### src/hw/rtl/pct_pkg.sv
// ----------------------------------------------------------------------------
// pct_pkg
// Shared types, character codes and helper functions of the percent codec.
// ----------------------------------------------------------------------------
package pct_pkg;

  localparam logic MODE_ENCODE = 1'b0;
  localparam logic MODE_DECODE = 1'b1;

  localparam logic [7:0] CHAR_PERCENT    = 8'h25;
  localparam logic [7:0] CHAR_UNDERSCORE = 8'h5F;
  localparam logic [7:0] CHAR_TILDE      = 8'h7E;
  localparam logic [7:0] CHAR_DOT        = 8'h2E;
  localparam logic [7:0] CHAR_DASH       = 8'h2D;
  localparam logic [7:0] CHAR_ZERO       = 8'h30;
  localparam logic [7:0] CHAR_NINE       = 8'h39;
  localparam logic [7:0] CHAR_UPPER_A    = 8'h41;
  localparam logic [7:0] CHAR_UPPER_F    = 8'h46;
  localparam logic [7:0] CHAR_UPPER_Z    = 8'h5A;
  localparam logic [7:0] CHAR_LOWER_A    = 8'h61;
  localparam logic [7:0] CHAR_LOWER_F    = 8'h66;
  localparam logic [7:0] CHAR_LOWER_Z    = 8'h7A;

  localparam int QUEUE_DEPTH = 2;
  localparam int QUEUE_PTR_W = $clog2(QUEUE_DEPTH);

  typedef enum logic [1:0] {
    PEND_NONE  = 2'd0,
    PEND_PCT   = 2'd1,
    PEND_DIGIT = 2'd2
  } pct_pend_t;

  typedef struct packed {
    logic [1:0] cnt;
    logic [7:0] b0;
    logic [7:0] b1;
    logic [7:0] b2;
    logic       last;
  } pct_job_t;

  function automatic logic is_digit(input logic [7:0] c);
    return (c >= CHAR_ZERO) && (c <= CHAR_NINE);
  endfunction

  function automatic logic is_hex(input logic [7:0] c);
    return is_digit(c) ||
           ((c >= CHAR_UPPER_A) && (c <= CHAR_UPPER_F)) ||
           ((c >= CHAR_LOWER_A) && (c <= CHAR_LOWER_F));
  endfunction

  function automatic logic [3:0] hex_val(input logic [7:0] c);
    logic [7:0] v;
    if (is_digit(c)) begin
      v = c - CHAR_ZERO;
    end else if ((c >= CHAR_UPPER_A) && (c <= CHAR_UPPER_F)) begin
      v = c - CHAR_UPPER_A + 8'd10;
    end else if ((c >= CHAR_LOWER_A) && (c <= CHAR_LOWER_F)) begin
      v = c - CHAR_LOWER_A + 8'd10;
    end else begin
      v = 8'd0;
    end
    return v[3:0];
  endfunction

  function automatic logic is_unreserved(input logic [7:0] c);
    return is_digit(c) ||
           ((c >= CHAR_UPPER_A) && (c <= CHAR_UPPER_Z)) ||
           ((c >= CHAR_LOWER_A) && (c <= CHAR_LOWER_Z)) ||
           (c == CHAR_UNDERSCORE) || (c == CHAR_TILDE) ||
           (c == CHAR_DOT) || (c == CHAR_DASH);
  endfunction

  function automatic logic [7:0] hex_char(input logic [3:0] nib);
    logic [7:0] r;
    if (nib < 4'd10) begin
      r = CHAR_ZERO + {4'd0, nib};
    end else begin
      r = CHAR_UPPER_A + {4'd0, nib} - 8'd10;
    end
    return r;
  endfunction

endpackage

### src/hw/rtl/pct_if.sv
// ----------------------------------------------------------------------------
// pct_in_if / pct_out_if
// Valid/ready byte channels of the percent codec.
// ----------------------------------------------------------------------------
interface pct_in_if;
  logic       valid;
  logic       ready;
  logic [7:0] data_byte;
  logic       is_last;

  modport source (output valid, output data_byte, output is_last, input ready);
  modport sink   (input valid, input data_byte, input is_last, output ready);
endinterface

interface pct_out_if;
  logic       valid;
  logic       ready;
  logic [7:0] out_byte;
  logic       out_last;

  modport source (output valid, output out_byte, output out_last, input ready);
  modport sink   (input valid, input out_byte, input out_last, output ready);
endinterface

### src/hw/rtl/pct_front.sv
// ----------------------------------------------------------------------------
// pct_front
// Accepts input bytes, tracks the decode lookahead and turns each byte
// into a job of zero to three output bytes.
// ----------------------------------------------------------------------------
module pct_front import pct_pkg::*; (
  input  logic     clk,
  input  logic     rst,
  input  logic     mode_we,
  input  logic     mode_wdata,
  pct_in_if.sink   in_ch,
  input  logic     full,
  output logic     push,
  output pct_job_t job
);

  logic       mode;
  pct_pend_t  pend;
  pct_pend_t  pend_next;
  logic [7:0] held_digit;
  logic [7:0] held_digit_next;
  logic       accept;
  logic [7:0] b;
  logic       lst;
  logic       b_hex;
  logic       b_opens;

  assign in_ch.ready = !full;
  assign accept      = in_ch.valid && !full;
  assign b           = in_ch.data_byte;
  assign lst         = in_ch.is_last;
  assign b_hex       = is_hex(b);
  assign b_opens     = (b == CHAR_PERCENT) && !lst;

  always_comb begin
    pend_next       = pend;
    held_digit_next = held_digit;
    if (accept && (mode == MODE_DECODE)) begin
      case (pend)
        PEND_PCT: begin
          if (b_hex && !lst) begin
            pend_next       = PEND_DIGIT;
            held_digit_next = b;
          end else if (!b_hex && b_opens) begin
            pend_next = PEND_PCT;
          end else begin
            pend_next = PEND_NONE;
          end
        end
        PEND_DIGIT: begin
          pend_next = (!b_hex && b_opens) ? PEND_PCT : PEND_NONE;
        end
        default: begin
          pend_next = b_opens ? PEND_PCT : PEND_NONE;
        end
      endcase
    end
  end

  always_comb begin
    job      = '0;
    job.last = lst;
    job.b0   = CHAR_PERCENT;
    if (mode == MODE_ENCODE) begin
      if (is_unreserved(b)) begin
        job.cnt = 2'd1;
        job.b0  = b;
      end else begin
        job.cnt = 2'd3;
        job.b1  = hex_char(b[7:4]);
        job.b2  = hex_char(b[3:0]);
      end
    end else begin
      case (pend)
        PEND_PCT: begin
          if (b_hex && !lst) begin
            job.cnt = 2'd0;
          end else if (b_hex) begin
            job.cnt = 2'd2;
            job.b1  = b;
          end else if (b_opens) begin
            job.cnt = 2'd1;
          end else begin
            job.cnt = 2'd2;
            job.b1  = b;
          end
        end
        PEND_DIGIT: begin
          if (b_hex) begin
            job.cnt = 2'd1;
            job.b0  = {hex_val(held_digit), hex_val(b)};
          end else if (b_opens) begin
            job.cnt = 2'd2;
            job.b1  = held_digit;
          end else begin
            job.cnt = 2'd3;
            job.b1  = held_digit;
            job.b2  = b;
          end
        end
        default: begin
          if (b_opens) begin
            job.cnt = 2'd0;
          end else begin
            job.cnt = 2'd1;
            job.b0  = b;
          end
        end
      endcase
    end
  end

  assign push = accept && (job.cnt != 2'd0);

  always_ff @(posedge clk) begin
    if (rst) begin
      mode <= MODE_ENCODE;
      pend <= PEND_NONE;
    end else if (mode_we) begin
      mode <= mode_wdata;
      pend <= PEND_NONE;
    end else begin
      pend <= pend_next;
    end
  end

  always_ff @(posedge clk) begin
    held_digit <= held_digit_next;
  end

endmodule

### src/hw/rtl/pct_fifo.sv
// ----------------------------------------------------------------------------
// pct_fifo
// Short job queue between the front and the back of the codec.
// ----------------------------------------------------------------------------
module pct_fifo import pct_pkg::*; (
  input  logic     clk,
  input  logic     rst,
  input  logic     push,
  input  pct_job_t job_in,
  input  logic     pop,
  output pct_job_t job_out,
  output logic     full,
  output logic     nonempty
);

  pct_job_t                 slots [QUEUE_DEPTH];
  logic [QUEUE_PTR_W-1:0]   wr_ptr;
  logic [QUEUE_PTR_W-1:0]   rd_ptr;
  logic [QUEUE_PTR_W:0]     count;

  assign full     = (count == (QUEUE_PTR_W+1)'(QUEUE_DEPTH));
  assign nonempty = (count != '0);
  assign job_out  = slots[rd_ptr];

  always_ff @(posedge clk) begin
    if (rst) begin
      wr_ptr <= '0;
      rd_ptr <= '0;
      count  <= '0;
    end else begin
      if (push) begin
        wr_ptr <= wr_ptr + 1'b1;
      end
      if (pop) begin
        rd_ptr <= rd_ptr + 1'b1;
      end
      case ({push, pop})
        2'b10:   count <= count + 1'b1;
        2'b01:   count <= count - 1'b1;
        default: count <= count;
      endcase
    end
  end

  always_ff @(posedge clk) begin
    if (push) begin
      slots[wr_ptr] <= job_in;
    end
  end

endmodule

### src/hw/rtl/pct_back.sv
// ----------------------------------------------------------------------------
// pct_back
// Walks the head job byte by byte into the output register.
// ----------------------------------------------------------------------------
module pct_back import pct_pkg::*; (
  input  logic      clk,
  input  logic      rst,
  input  pct_job_t  job,
  input  logic      nonempty,
  output logic      pop,
  pct_out_if.source out_ch
);

  logic [1:0] idx;
  logic       final_byte;
  logic       load;
  logic       take;
  logic [7:0] sel;
  logic       ovalid;
  logic [7:0] obyte;
  logic       olast;

  assign final_byte = (idx == (job.cnt - 2'd1));
  assign load       = !ovalid || out_ch.ready;
  assign take       = nonempty && load;
  assign pop        = take && final_byte;

  always_comb begin
    case (idx)
      2'd0:    sel = job.b0;
      2'd1:    sel = job.b1;
      default: sel = job.b2;
    endcase
  end

  always_ff @(posedge clk) begin
    if (rst) begin
      ovalid <= 1'b0;
      idx    <= 2'd0;
    end else begin
      if (load) begin
        ovalid <= nonempty;
      end
      if (take) begin
        idx <= final_byte ? 2'd0 : idx + 2'd1;
      end
    end
  end

  always_ff @(posedge clk) begin
    if (take) begin
      obyte <= sel;
      olast <= job.last && final_byte;
    end
  end

  assign out_ch.valid    = ovalid;
  assign out_ch.out_byte = obyte;
  assign out_ch.out_last = olast;

endmodule

### src/hw/rtl/percent_encode_decode_top.sv
// ----------------------------------------------------------------------------
// percent_encode_decode_top
// The first output byte of an input transaction is registered in the job queue and then in the output register.
// Throughput: one output byte per cycle while the sink is ready, set by the
//   back-end byte walker; once the two-entry job queue fills, the input waits
//   until the head job's last output byte, the third of an escaped byte, is taken.
// Reset (synchronous, active high): mode returns to encode, lookahead and
//   job queue empty, no output valid.
// ----------------------------------------------------------------------------
module percent_encode_decode_top import pct_pkg::*; (
  input  logic      clk,
  input  logic      rst,
  input  logic      mode_we,
  input  logic      mode_wdata,
  pct_in_if.sink    in_ch,
  pct_out_if.source out_ch
);

  pct_job_t job_in;
  pct_job_t job_out;
  logic     push;
  logic     pop;
  logic     full;
  logic     nonempty;

  pct_front u_front (
    .clk        (clk),
    .rst        (rst),
    .mode_we    (mode_we),
    .mode_wdata (mode_wdata),
    .in_ch      (in_ch),
    .full       (full),
    .push       (push),
    .job        (job_in)
  );

  pct_fifo u_fifo (
    .clk      (clk),
    .rst      (rst),
    .push     (push),
    .job_in   (job_in),
    .pop      (pop),
    .job_out  (job_out),
    .full     (full),
    .nonempty (nonempty)
  );

  pct_back u_back (
    .clk      (clk),
    .rst      (rst),
    .job      (job_out),
    .nonempty (nonempty),
    .pop      (pop),
    .out_ch   (out_ch)
  );

endmodule

### src/flat_wrapper.sv
// flat-port wrapper written by rule: the top's interface ports become plain ports
module percent_encode_decode_top_flat import pct_pkg::*;
  (clk, rst, mode_we, mode_wdata, in_ch_valid, in_ch_data_byte, in_ch_is_last, in_ch_ready, out_ch_valid, out_ch_out_byte, out_ch_out_last, out_ch_ready);
  pct_in_if in_ch_i ();
  pct_out_if out_ch_i ();
  input  logic clk;
  input  logic rst;
  input  logic mode_we;
  input  logic mode_wdata;
  input wire logic [$bits(in_ch_i.valid)-1:0] in_ch_valid;
  input wire logic [$bits(in_ch_i.data_byte)-1:0] in_ch_data_byte;
  input wire logic [$bits(in_ch_i.is_last)-1:0] in_ch_is_last;
  output wire logic [$bits(in_ch_i.ready)-1:0] in_ch_ready;
  output wire logic [$bits(out_ch_i.valid)-1:0] out_ch_valid;
  output wire logic [$bits(out_ch_i.out_byte)-1:0] out_ch_out_byte;
  output wire logic [$bits(out_ch_i.out_last)-1:0] out_ch_out_last;
  input wire logic [$bits(out_ch_i.ready)-1:0] out_ch_ready;
  assign in_ch_i.valid = in_ch_valid;
  assign in_ch_i.data_byte = in_ch_data_byte;
  assign in_ch_i.is_last = in_ch_is_last;
  assign in_ch_ready = in_ch_i.ready;
  assign out_ch_valid = out_ch_i.valid;
  assign out_ch_out_byte = out_ch_i.out_byte;
  assign out_ch_out_last = out_ch_i.out_last;
  assign out_ch_i.ready = out_ch_ready;
  percent_encode_decode_top u_core (.clk(clk), .rst(rst), .mode_we(mode_we), .mode_wdata(mode_wdata), .in_ch(in_ch_i), .out_ch(out_ch_i));
endmodule
### config.mk
export PLATFORM = sky130hd
export DESIGN_NAME = percent_encode_decode_top_flat
export DESIGN_NICKNAME = d
export VERILOG_FILES = /design/src/hw/rtl/pct_pkg.sv /design/src/hw/rtl/pct_if.sv /design/src/hw/rtl/pct_front.sv /design/src/hw/rtl/pct_fifo.sv /design/src/hw/rtl/pct_back.sv /design/src/hw/rtl/percent_encode_decode_top.sv /design/src/flat_wrapper.sv
export SDC_FILE = /design/constraint.sdc
export NUM_CORES = 1
export LEC_CHECK = 0
export BUFFER_PORTS_ARGS = -buffer_cell sky130_fd_sc_hd__buf_2
export CORE_MARGIN = 8
export CORE_UTILIZATION = 55
export CTS_CLUSTER_SIZE = 40
export DETAILED_ROUTE_END_ITERATION = 12
export GPL_ROUTABILITY_DRIVEN = 0
export PLACE_DENSITY = 0.84
export SLEW_MARGIN = 40
export SYNTH_ARGS = -nofsm -noshare
export SYNTH_HDL_FRONTEND = slang
export SYNTH_SLANG_ARGS = --single-unit
### constraint.sdc
create_clock -name clk -period 4.6 [get_ports clk]
set_input_delay 0.46 -clock clk [delete_from_list [all_inputs] [get_ports clk]]
set_output_delay 0.46 -clock clk [all_outputs]
set_load 0.01 [all_outputs]
==> impl_metrics.csv <==
group,metric,value,unit
final_layout,fin_nets,430,
global_routing,gr-total-overflow,0,
critical_path,max_stage_delay,0.35,ns
final_layout,fillCellCount,588,
global_routing,grt_pass1_vias,3142,
sta,fin_ws,1.40,ns
power,p_comb_frac,0.266,
sta,hold_viol,0,
clock_network,tritoncts,"built",
critical_path,cp_slowest_cell,"or3_1",
synthesis,yosysSeqAreaShare,0.547,
synthesis,ys_ff_latch,82,
synthesis,synth.avg_cell_area,11.2,µm²
final_layout,drive_gt1_frac,0.154,
critical_path,worst_setup_path_start_kind,"input pin",
synthesis,synth_top_area_share,0.495,
power,vdd_drop_max,0.000174,V
sta,relSlewSlack,0.474,
route,drtIter0Drc,386,
route,ant_nets,0,
power,p_per_area,479,nW/µm²
synthesis,synthArstFlopShare,0,
global_routing,grt_max_degree,28,
route,wl,9540,µm
synthesis,synth_nets,416,
synthesis,syn_inst,384,
status,outcome,"finished clean",
synthesis,synth_cell_types,62,
placed_design,dp_slack,1.13,ns
sta,fin_skew,0.00925,ns
placed_design,dp_hpwl,6530,µm
global_routing,grt_usage,0.177,
clock_network,cts-root-buf,"clkbuf_8",
sta,drv_slew,0,
power,p_sw,0.710,mW
final_layout,final_cell_mix,"71 x edfxtp_1, 38 x nand2_1, 25 x buf_2",
route,dr.pass1.iters,5,
power,cellLeakagePower,1.68,nW
synthesis,ys_top_cells_by_area,"edfxtp_1 50%, dfxtp_1 5.1%, ha_1 4.9%",
floorplan,fp.dieArea,10900,µm²
clock_network,clock_path_buffers,2,
synthesis,synth_top_flop_cell,"edfxtp_1",
global_routing,grt_pass1_wl,15600,µm
clock_network,clk_latency,0.35,ns
sta,tightest_slew,0.788,ns
route,wire_per_inst,18.9,µm
synthesis,yosysTopAreaCell,"edfxtp_1",
floorplan,rows,32,
final_layout,area_growth,9.77,%
placed_design,place.port_buffers,25,
power,power.share.sequential,0.469,
route,drcViolationCount,0,
floorplan,core-area,7650,µm²
global_routing,antenna_found_initial,0,
synthesis,synth_edf_count,71,
clock_network,cts_max_level,3,
power,switching_share,0.314,
clock_network,postCtsSetupBuffers,0,
floorplan,fp.dieW,104,µm
clock_network,clock_sinks,82,
critical_path,worst_ep_arrival_time,3.49,ns
route,viasPerCell,6.38,
critical_path,critical_path_class,"input pin to flop",
clock_network,hold_buffers,0,
critical_path,cp-end-kind,"flop",
critical_path,worstPathCellList,"buf_2, inv_1, ha_1, nor4b_2, o221ai_1, o21ai_1, a21oi_1, nor2_1, buf_4, o21ai_2, a21o_4, ha_1, or3_1, a21oi_1",
critical_path,worst-path-max-fanout,16,
critical_path,critPathRequiredTime,4.89,ns
sta,tns,0,ns
final_layout,final_common_cell,"edfxtp_1",
sta,finalSetupViolations,0,
run,max-cap-violations,0,
clock_network,cts_buffers,9,
synthesis,synth_warnings,0,
floorplan,initial_core_util,0.563,
power,clkPwrFrac,0.265,
final_layout,diodes,0,
sta,fin_crit,3.20,ns
floorplan,io_pins,26,
sta,rsz0062_at_grt,"false",
clock_network,cts_resized,0,
sta,fmax,312,MHz
route,vias,3224,
sta,period_share,0.696,
synthesis,netlist_area,4300,µm²
min_path,hold_class,"input pin to flop",
clock_network,clk_pin_slew,0.08,ns
power,intPower,1.55,mW
floorplan,die_h,104,µm
[cell type report]
class	count	area, µm²	area share
Tap cell	102	128	0.0270
Multi-Input combinational cell	259	1790	0.379
Sequential cell	82	2350	0.498
Clock inverter	5	85.1	0.0180
Inverter	18	67.6	0.0143
Timing Repair Buffer	28	148	0.0313
Clock buffer	11	151	0.0321
[synth_stat cells, types with 3 or more instances]
master	instances
nor2_1	26
edfxtp_1	71
o21bai_1	3
nand2b_1	4
nor4_1	4
xnor2_1	5
o21ai_0	20
a21oi_1	21
dfxtp_1	11
and2_1	3
inv_1	17
nor3_1	3
a211oi_1	8
buf_2	6
o21ai_1	3
a22o_1	11
nand2_1	38
mux2i_1	6
a31oi_1	10
nand4_1	4
nand3_1	8
clkbuf_1	17
ha_1	17
o22ai_1	7
a22oi_1	18
[metrics by stage]
stage / utilization / hold slack (ns) / power, mW / cell area, µm² / std cells
after floorplan: - / 0.432 / 1.48 / 4300 / 384
after global placement: 0.585 / 0.442 / 1.63 / 4470 / 489
after detailed placement: 0.587 / 0.463 / 1.67 / 4490 / 489
after CTS: 0.618 / 0.314 / 2.27 / 4720 / 505
after global routing: 0.618 / 0.337 / 2.37 / 4720 / 505
final: 0.618 / 0.327 / 2.26 / 4720 / 505
[state kept, by name (all words and copies together), names as in the netlist, 2 cells and up, named ones only]
| name | cells |
|---|---|
| u_core.u_front.held_digit | 8 |
| u_core.u_back.idx | 2 |
| u_core.u_fifo.slots | 54 |
| u_core.u_back.out_ch.out_byte | 8 |
| u_core.u_front.pend | 2 |
| u_core.u_fifo.count | 2 |
[path summary, 6_finish.rpt]
kind / start / end / slack [ns] / cells past startpoint
worst max-delay path: in_ch_data_byte[1] / u_core.u_fifo.count[1]$_SDFFE_PP0P_ / 1.40 / 14
worst min-delay path: mode_we / u_core.u_front.pend[1]$_SDFFE_PP0P_ / 0.33 / 2
worst min register to register: u_core.u_back.idx[1]$_SDFFE_PP0P_ / u_core.u_back.idx[1]$_SDFFE_PP0P_ / 0.47 / 2
worst max register to register: flop / u_core.u_fifo.count[1]$_SDFFE_PP0P_ / 1.79 / 8
[worst max-delay path, delay by kind of cell]
kind / cells / cell delay, ns
AND/OR/NAND/NOR: 3 / 0.80
adder cells (fa/ha/maj): 2 / 0.58
AO/OA/AOI/OAI: 6 / 1.02
buffers and inverters: 3 / 0.64
[logic make-up (layout without fill, tap and decap cells)]
group | Yosys count | count (layout) | share of synthesized area
mux | 7 | 7 | 0.0174
compound gates | 127 | 127 | 0.216
simple gates | 102 | 102 | 0.117
fa+ha+maj | 17 | 17 | 0.0494
buf+inv | 43 | 62 | 0.0410
xor+xnor | 6 | 6 | 0.0122
flops | 82 | 82 | 0.547
[routing by layer]
layer,wire (µm),track usage,vias up
met3,933,0.0471,47
met2,4470,0.271,198
met4,418,0.113,0
met1,3720,0.217,1485
li1,-,-,1494
met5,0,0,-
[power by group through the flow]
stage / Sequential, mW / Combinational, mW / Clock, mW
2_1_floorplan: 1.08 / 0.399 / 0
3_3_place_gp: 1.07 / 0.560 / 0
3_5_place_dp: 1.08 / 0.594 / 0
4_1_cts: 1.06 / 0.601 / 0.606
5_1_grt: 1.08 / 0.660 / 0.636
6_report: 1.06 / 0.601 / 0.600
Note: power is estimated with default switching activity, not from simulation.
